$ cat src/hw/rtl/sm3_pkg.sv
package sm3_pkg;

    typedef enum logic [2:0] {
        ST_IDLE,
        ST_ROUND,
        ST_FOLD,
        ST_PAD,
        ST_EMIT
    } state_t;

    localparam logic [31:0] T_LOW  = 32'h79cc4519;
    localparam logic [31:0] T_HIGH = 32'h7a879d8a;
    localparam logic [31:0] PAD_BIT = 32'h80000000;

    function automatic logic [31:0] iv_word(input logic [2:0] i);
        logic [31:0] v;
        begin
            unique case (i)
                3'd0: v = 32'h7380166f;
                3'd1: v = 32'h4914b2b9;
                3'd2: v = 32'h172442d7;
                3'd3: v = 32'hda8a0600;
                3'd4: v = 32'ha96f30bc;
                3'd5: v = 32'h163138aa;
                3'd6: v = 32'he38dee4d;
                default: v = 32'hb0fb0e4e;
            endcase
            return v;
        end
    endfunction

    function automatic logic [31:0] rotl32(input logic [31:0] x, input logic [4:0] n);
        logic [63:0] d;
        begin
            d = {x, x} << n;
            return d[63:32];
        end
    endfunction

    function automatic logic [31:0] perm0(input logic [31:0] x);
        return x ^ {x[22:0], x[31:23]} ^ {x[14:0], x[31:15]};
    endfunction

    function automatic logic [31:0] perm1(input logic [31:0] x);
        return x ^ {x[16:0], x[31:17]} ^ {x[8:0], x[31:9]};
    endfunction

endpackage

$ cat src/hw/rtl/sm3_hash_engine_unit.sv
// channel | dir | tdata fields (low bit up)         | tuser (low bit up) / tlast
// s_axis  | in  | message_word[31:0]                | tuser bytes_valid[2:0], start_of_message[3]
//         |     |                                   | tlast last_of_message
// m_axis  | out | digest_word[31:0]                 | tuser digest_index[2:0]; tlast digest_last
// a plain word is only stored in the window; the 16th word of a block starts the 64 rounds, then the fold
// one shared round unit does one sm3 round per cycle
// a last word pads: up to two blocks, then 8 digest words
// s_axis_tready is low while a block compresses, and from a last word until its digest is taken
// rst_n clears control state and reloads the iv; window and round words are not reset
module sm3_hash_engine_unit (
    input  logic        clk,
    input  logic        rst_n,
    input  logic        s_axis_tvalid,
    output logic        s_axis_tready,
    input  logic [31:0] s_axis_tdata,   // message_word
    input  logic [3:0]  s_axis_tuser,   // bytes_valid[2:0], start_of_message
    input  logic        s_axis_tlast,   // last_of_message
    output logic        m_axis_tvalid,
    input  logic        m_axis_tready,
    output logic [31:0] m_axis_tdata,   // digest_word
    output logic [2:0]  m_axis_tuser,   // digest_index
    output logic        m_axis_tlast    // digest_last
);
    import sm3_pkg::*;

    state_t      state_reg, state_next;
    logic [31:0] cv_reg [8];
    logic [31:0] r_reg [8];
    logic [31:0] w_reg [16];
    logic [3:0]  cnt_reg;
    logic [63:0] len_reg;
    logic [5:0]  rnd_reg;
    logic        pad_last_reg;   // the pad phase has already placed the length words
    logic [2:0]  out_idx_reg;
    logic        pad_active_reg; // message finishing: padding in progress
    logic        wrap_reg;       // pad marker sits past slot 13: length goes in the next block

    // word to push this cycle (from input or padding)
    logic        push;
    logic [31:0] push_word;
    logic        s_acc;
    logic        m_acc;
    logic [2:0]  nb;
    logic [31:0] masked;
    logic        start_in;
    logic        extra_pad;    // last word was full: 0x80 word still owed
    logic        extra_reg;

    assign s_acc  = s_axis_tvalid && s_axis_tready;
    assign m_acc  = m_axis_tvalid && m_axis_tready;
    assign start_in = s_axis_tuser[3];
    assign s_axis_tready = (state_reg == ST_IDLE);
    assign m_axis_tvalid = (state_reg == ST_EMIT);
    assign m_axis_tdata  = cv_reg[out_idx_reg];
    assign m_axis_tuser  = out_idx_reg;
    assign m_axis_tlast  = (out_idx_reg == 3'd7);

    always_comb
    begin
        nb = s_axis_tuser[2:0];
        if (nb > 3'd4 || !s_axis_tlast)
        begin
            nb = 3'd4;
        end
        case (nb)
            3'd0: masked = 32'h0;
            3'd1: masked = {s_axis_tdata[31:24], 24'h0};
            3'd2: masked = {s_axis_tdata[31:16], 16'h0};
            3'd3: masked = {s_axis_tdata[31:8], 8'h0};
            default: masked = s_axis_tdata;
        endcase
        if (nb != 3'd4)
        begin
            masked = masked | (PAD_BIT >> {nb[1:0], 3'b000});
        end
        extra_pad = s_axis_tlast && (nb == 3'd4);
    end

    // round datapath, shared by all 64 rounds
    logic [3:0]  j4;
    logic [31:0] wj, wj4, tj, a12, ss1, ss2, ff, gg, tt1, tt2, wn;
    always_comb
    begin
        j4  = rnd_reg[3:0];
        wj  = w_reg[j4];
        wj4 = w_reg[j4 + 4'd4];
        tj  = (rnd_reg < 6'd16) ? T_LOW : T_HIGH;
        a12 = {r_reg[0][19:0], r_reg[0][31:20]};
        ss1 = a12 + r_reg[4] + rotl32(tj, rnd_reg[4:0]);
        ss1 = {ss1[24:0], ss1[31:25]};
        ss2 = ss1 ^ a12;
        if (rnd_reg < 6'd16)
        begin
            ff = r_reg[0] ^ r_reg[1] ^ r_reg[2];
            gg = r_reg[4] ^ r_reg[5] ^ r_reg[6];
        end
        else
        begin
            ff = (r_reg[0] & r_reg[1]) | (r_reg[0] & r_reg[2]) | (r_reg[1] & r_reg[2]);
            gg = (r_reg[4] & r_reg[5]) | (~r_reg[4] & r_reg[6]);
        end
        tt1 = ff + r_reg[3] + ss2 + (wj ^ wj4);
        tt2 = gg + r_reg[7] + ss1 + wj;
        wn  = perm1(wj ^ w_reg[j4 + 4'd7] ^ rotl32(w_reg[j4 + 4'd13], 5'd15))
              ^ rotl32(w_reg[j4 + 4'd3], 5'd7) ^ w_reg[j4 + 4'd10];
    end

    // next state and push word; pad words: 0x80 word if owed, zeros up to slot 14, then length high / low
    always_comb
    begin
        state_next = state_reg;
        push = 1'b0;
        push_word = 32'h0;
        unique case (state_reg)
            ST_IDLE:
            begin
                if (s_acc)
                begin
                    push = 1'b1;
                    push_word = s_axis_tlast ? masked : s_axis_tdata;
                    if ((start_in ? 4'd0 : cnt_reg) == 4'd15)
                    begin
                        state_next = ST_ROUND;
                    end
                    else if (s_axis_tlast)
                    begin
                        state_next = ST_PAD;
                    end
                end
            end
            ST_PAD:
            begin
                push = 1'b1;
                if (extra_reg)
                begin
                    push_word = PAD_BIT;
                end
                else if (cnt_reg == 4'd14 && !wrap_reg)
                begin
                    push_word = len_reg[63:32];
                end
                else if (cnt_reg == 4'd15 && !wrap_reg)
                begin
                    push_word = len_reg[31:0];
                end
                if (cnt_reg == 4'd15)
                begin
                    state_next = ST_ROUND;
                end
            end
            ST_ROUND:
            begin
                if (rnd_reg == 6'd63)
                begin
                    state_next = ST_FOLD;
                end
            end
            ST_FOLD:
            begin
                if (pad_last_reg)
                begin
                    state_next = ST_EMIT;
                end
                else if (extra_reg || cnt_reg != 4'd0 || pad_active_reg)
                begin
                    state_next = ST_PAD;
                end
                else
                begin
                    state_next = ST_IDLE;
                end
            end
            ST_EMIT:
            begin
                if (m_acc && out_idx_reg == 3'd7)
                begin
                    state_next = ST_IDLE;
                end
            end
            default: state_next = ST_IDLE;
        endcase
    end

    always_ff @(posedge clk or negedge rst_n)
    begin
        if (!rst_n)
        begin
            state_reg      <= ST_IDLE;
            cnt_reg        <= 4'd0;
            len_reg        <= 64'd0;
            rnd_reg        <= 6'd0;
            pad_last_reg   <= 1'b0;
            pad_active_reg <= 1'b0;
            wrap_reg       <= 1'b0;
            extra_reg      <= 1'b0;
            out_idx_reg    <= 3'd0;
            for (int i = 0; i < 8; i++)
            begin
                cv_reg[i] <= iv_word(3'(i));
            end
        end
        else
        begin
            state_reg <= state_next;
            if (state_reg == ST_IDLE && s_acc)
            begin
                if (start_in)
                begin
                    for (int i = 0; i < 8; i++)
                    begin
                        cv_reg[i] <= iv_word(3'(i));
                    end
                end
                len_reg <= (start_in ? 64'd0 : len_reg) + {58'd0, nb, 3'b000};
                extra_reg <= extra_pad;
                pad_active_reg <= s_axis_tlast;
                wrap_reg <= s_axis_tlast && !extra_pad
                            && ((start_in ? 4'd0 : cnt_reg) >= 4'd14);
            end
            if (push)
            begin
                cnt_reg <= ((state_reg == ST_IDLE && start_in) ? 4'd0 : cnt_reg) + 4'd1;
                if (state_reg == ST_PAD)
                begin
                    extra_reg <= 1'b0;
                    if (extra_reg)
                    begin
                        wrap_reg <= (cnt_reg >= 4'd14);
                    end
                    if (cnt_reg == 4'd15 && !extra_reg && !wrap_reg)
                    begin
                        pad_last_reg <= 1'b1;
                    end
                end
            end
            if (state_reg == ST_ROUND)
            begin
                rnd_reg <= rnd_reg + 6'd1;
            end
            if (state_reg == ST_FOLD)
            begin
                wrap_reg <= 1'b0;
                for (int i = 0; i < 8; i++)
                begin
                    cv_reg[i] <= cv_reg[i] ^ r_reg[i];
                end
            end
            if (state_reg == ST_EMIT && m_acc)
            begin
                out_idx_reg <= out_idx_reg + 3'd1;
                if (out_idx_reg == 3'd7)
                begin
                    for (int i = 0; i < 8; i++)
                    begin
                        cv_reg[i] <= iv_word(3'(i));
                    end
                    len_reg        <= 64'd0;
                    cnt_reg        <= 4'd0;
                    pad_last_reg   <= 1'b0;
                    pad_active_reg <= 1'b0;
                end
            end
        end
    end

    // payload: window and round words
    always_ff @(posedge clk)
    begin
        if (push)
        begin
            w_reg[(state_reg == ST_IDLE && start_in) ? 4'd0 : cnt_reg] <= push_word;
        end
        if (state_next == ST_ROUND && state_reg != ST_ROUND)
        begin
            for (int i = 0; i < 8; i++)
            begin
                r_reg[i] <= cv_reg[i];
            end
        end
        if (state_reg == ST_ROUND)
        begin
            r_reg[3] <= r_reg[2];
            r_reg[2] <= {r_reg[1][22:0], r_reg[1][31:23]};
            r_reg[1] <= r_reg[0];
            r_reg[0] <= tt1;
            r_reg[7] <= r_reg[6];
            r_reg[6] <= {r_reg[5][12:0], r_reg[5][31:13]};
            r_reg[5] <= r_reg[4];
            r_reg[4] <= perm0(tt2);
            w_reg[j4] <= wn;
        end
    end

    a_ready_idle: assert property (@(posedge clk) disable iff (!rst_n)
        s_axis_tready |-> !m_axis_tvalid) else $error("ready while emitting");
    a_rounds_wrap: assert property (@(posedge clk) disable iff (!rst_n)
        (state_reg == ST_FOLD) |-> (rnd_reg == 6'd0)) else $error("round count off");
    a_emit_order: assert property (@(posedge clk) disable iff (!rst_n)
        (m_acc && !m_axis_tlast) |=> (m_axis_tvalid && $past(out_idx_reg) + 3'd1 == out_idx_reg))
        else $error("digest order");
endmodule

$ cat config.mk
export PLATFORM = sky130hd
export DESIGN_NAME = sm3_hash_engine_unit
export DESIGN_NICKNAME = d
export VERILOG_FILES = /design/src/hw/rtl/sm3_pkg.sv /design/src/hw/rtl/sm3_hash_engine_unit.sv
export SDC_FILE = /design/constraint.sdc
export NUM_CORES = 2
export LEC_CHECK = 0
export BUFFER_PORTS_ARGS = -buffer_cell sky130_fd_sc_hd__buf_2
export CAP_MARGIN = 25
export CORE_MARGIN = 2
export CORE_UTILIZATION = 50
export CTS_CLUSTER_SIZE = 8
export DETAILED_ROUTE_END_ITERATION = 12
export PLACE_DENSITY = 0.65
export SLEW_MARGIN = 20
export SYNTH_ARGS = -nofsm -noshare
export SYNTH_HDL_FRONTEND = slang
export SYNTH_SLANG_ARGS = --single-unit
$ cat constraint.sdc
create_clock -name clk -period 11.38 [get_ports clk]
set_clock_uncertainty 0.15 [all_clocks]
set_input_delay 1.138 -clock clk [delete_from_list [all_inputs] [get_ports clk]]
set_output_delay 1.138 -clock clk [all_outputs]
set_load 0.01 [all_outputs]
==> impl_metrics.json <==
{
  "worstPathArrival_ps": 10920,
  "drive_gt1_frac": 0.226,
  "cpPeakStageDelay_ps": 860,
  "setup_tns_ps": 0,
  "fp.dieW_um": 397,
  "via_per_inst": 6.47,
  "wl_per_cell_um": 31.5,
  "drc": 0,
  "cts.sinks": 1108,
  "path_max_fanout": 51,
  "final_nets": 6606,
  "yosysUniqueCellTypes": 90,
  "grtUsageTotal": 0.339,
  "synthToLayoutAreaGrowth_pct": 9.27,
  "path_buf_inv": 5,
  "yosys.area.top_type": "edfxtp_1",
  "final_cells": 8418,
  "io_buffers": 78,
  "netlist_area_um2": 77300,
  "ios": 79,
  "r2r_start": "rnd_reg[2]",
  "nFillCells": 12800,
  "crit_type": "register to register",
  "finalHoldViolCount": 0,
  "slew_headroom": 0.152,
  "outcome": "finished clean",
  "final_cell_mix": "nand2_1 (1166), mux4_2 (769), edfxtp_1 (768)",
  "dieArea_um2": 158000,
  "r2r_cells": 34,
  "initial_core_util": 0.502,
  "ys_warn_count": 0,
  "cts_resized": 0,
  "fin_crit_sh": 0.926,
  "critPathTopFamily": "compound AO/OA/AOI/OAI gates",
  "grt_max_degree": 152,
  "async_reset_ff_frac": 0.307,
  "synth_top_area_frac": 0.298,
  "ys.flop_type": "edfxtp_1",
  "gp_congestion": 1.03,
  "avgSynthCellArea_um2": 12.3,
  "max_cap_viol_count": 0,
  "die_h_um": 397,
  "dr.first_iter.drc_count": 6959,
  "cts_hold_buf": 0,
  "max_freq_mhz": 94.9,
  "syn-num-nets": 6636,
  "rsz0062_at_grt": "no",
  "grt_antenna_before_repair": 8,
  "dp.cells": 8141,
  "clkTransAtPathRegs_ps": 60,
  "dr.pass1.iters": 6,
  "reg2reg_slack_ps": 840,
  "grt_pass1_wl_um": 383000,
  "ant_nets": 0,
  "synth_area_leaders": "edfxtp_1 (30%), mux4_2 (22%), dfrtp_1 (7.2%)",
  "worst_setup_path_start_kind": "register",
  "grt_pass1_vias": 53200,
  "cts_buffers": 158,
  "cp_common_cell": "fa_1",
  "clk_latency_ps": 800,
  "cts-root-buf": "clkbuf_16",
  "cts_tree": "yes",
  "ys_ff_latch": 1108,
  "vias": 54500,
  "h-tree-depth": 4,
  "required_ps": 11760,
  "synth_seq_area_share": 0.410,
  "drt-total-wl_um": 266000,
  "overflow": 0,
  "place_hpwl_um": 187000,
  "rows": 144,
  "cts.path.max_buffers": 3,
  "slowest_stage": "dfrtp_4",
  "mostFrequentLayoutCell": "nand2_1",
  "core_um2": 154000,
  "fin_crit_ps": 10540,
  "slew_violations": 0,
  "synth_edf_count": 768,
  "syn_inst": 6296,
  "hp-class": "input port to asynchronous set/reset pin",
  "crit_path_end_kind": "register",
  "setup_viol": 0,
  "cts_setup_buffers": 0,
  "rr_endpoint": "r_reg[0][30]",
  "largest_reg_flops": 512,
  "worst_pin_slew_ps": 1270
}
==> per-stage QoR <==
step	hold slack [ps]	setup WS (ps)	util	instance area [um^2]
after CTS	131	942	0.548	84300
after detailed placement	322	939	0.518	79700
after global placement	320	775	0.518	79700
final	141	842	0.549	84500
after global routing	158	228	0.549	84500
after floorplan	304	1830	-	77300
==> logic make-up (layout without fill, tap and decap cells) <==
kind of cell	Yosys count	after routing	synth area share
AO/OA/AOI/OAI	701	701	0.0566
other	0	3	0
XOR/XNOR	749	749	0.0896
buffers and inverters	729	804	0.0397
AND/OR/NAND/NOR	1817	1817	0.0961
multiplexers	893	893	0.241
flip-flops	1108	1108	0.410
adder cells (fa/ha/maj)	299	299	0.0668
==> worst max-delay path by stage <==
stage / start / cells after the start / to
after floorplan: rnd_reg[0] / 42 / r_reg[1][0]
after global placement: rnd_reg[2] / 34 / r_reg[0][30]
after detailed placement: rnd_reg[2] / 34 / r_reg[0][30]
after CTS: rnd_reg[2] / 34 / r_reg[0][30]
after global routing: rnd_reg[0] / 37 / r_reg[1][23]
final: rnd_reg[2] / 34 / r_reg[0][30]
==> metal layers <==
layer / track usage / part of all wire / up-vias
li1: - / - / 22800
met1: 0.437 / 0.37 / 27900
met2: 0.529 / 0.47 / 3132
met3: 0.0699 / 0.091 / 643
met4: 0.212 / 0.075 / 6
met5: 0 / 0.00012 / -
==> cell usage after synthesis, types with 110 or more instances <==
library cell	n
nand2_1	1169
mux4_2	769
edfxtp_1	768
nor2_1	393
xor2_1	375
inv_1	344
xnor2_1	332
o21ai_0	264
clkbuf_1	236
dfrtp_1	221
fa_1	189
a21oi_1	124
dfstp_2	119
ha_1	110
==> cell type report <==
type / count / area [um^2] / share of cell area
multi-input combinational: 4459 / 42900 / 0.508
sequential: 1108 / 31700 / 0.376
clock buffer: 251 / 4350 / 0.0515
clock inverter: 14 / 287 / 0.00339
inverter: 348 / 1310 / 0.0155
antenna: 3 / 7.51 / 0.0000889
tap: 2044 / 2560 / 0.0303
timing repair buffer: 191 / 1340 / 0.0159
Power is left out: the tool's default activity adds up to more than one toggle a clock period on the data nets, which glitch-free logic cannot reach.
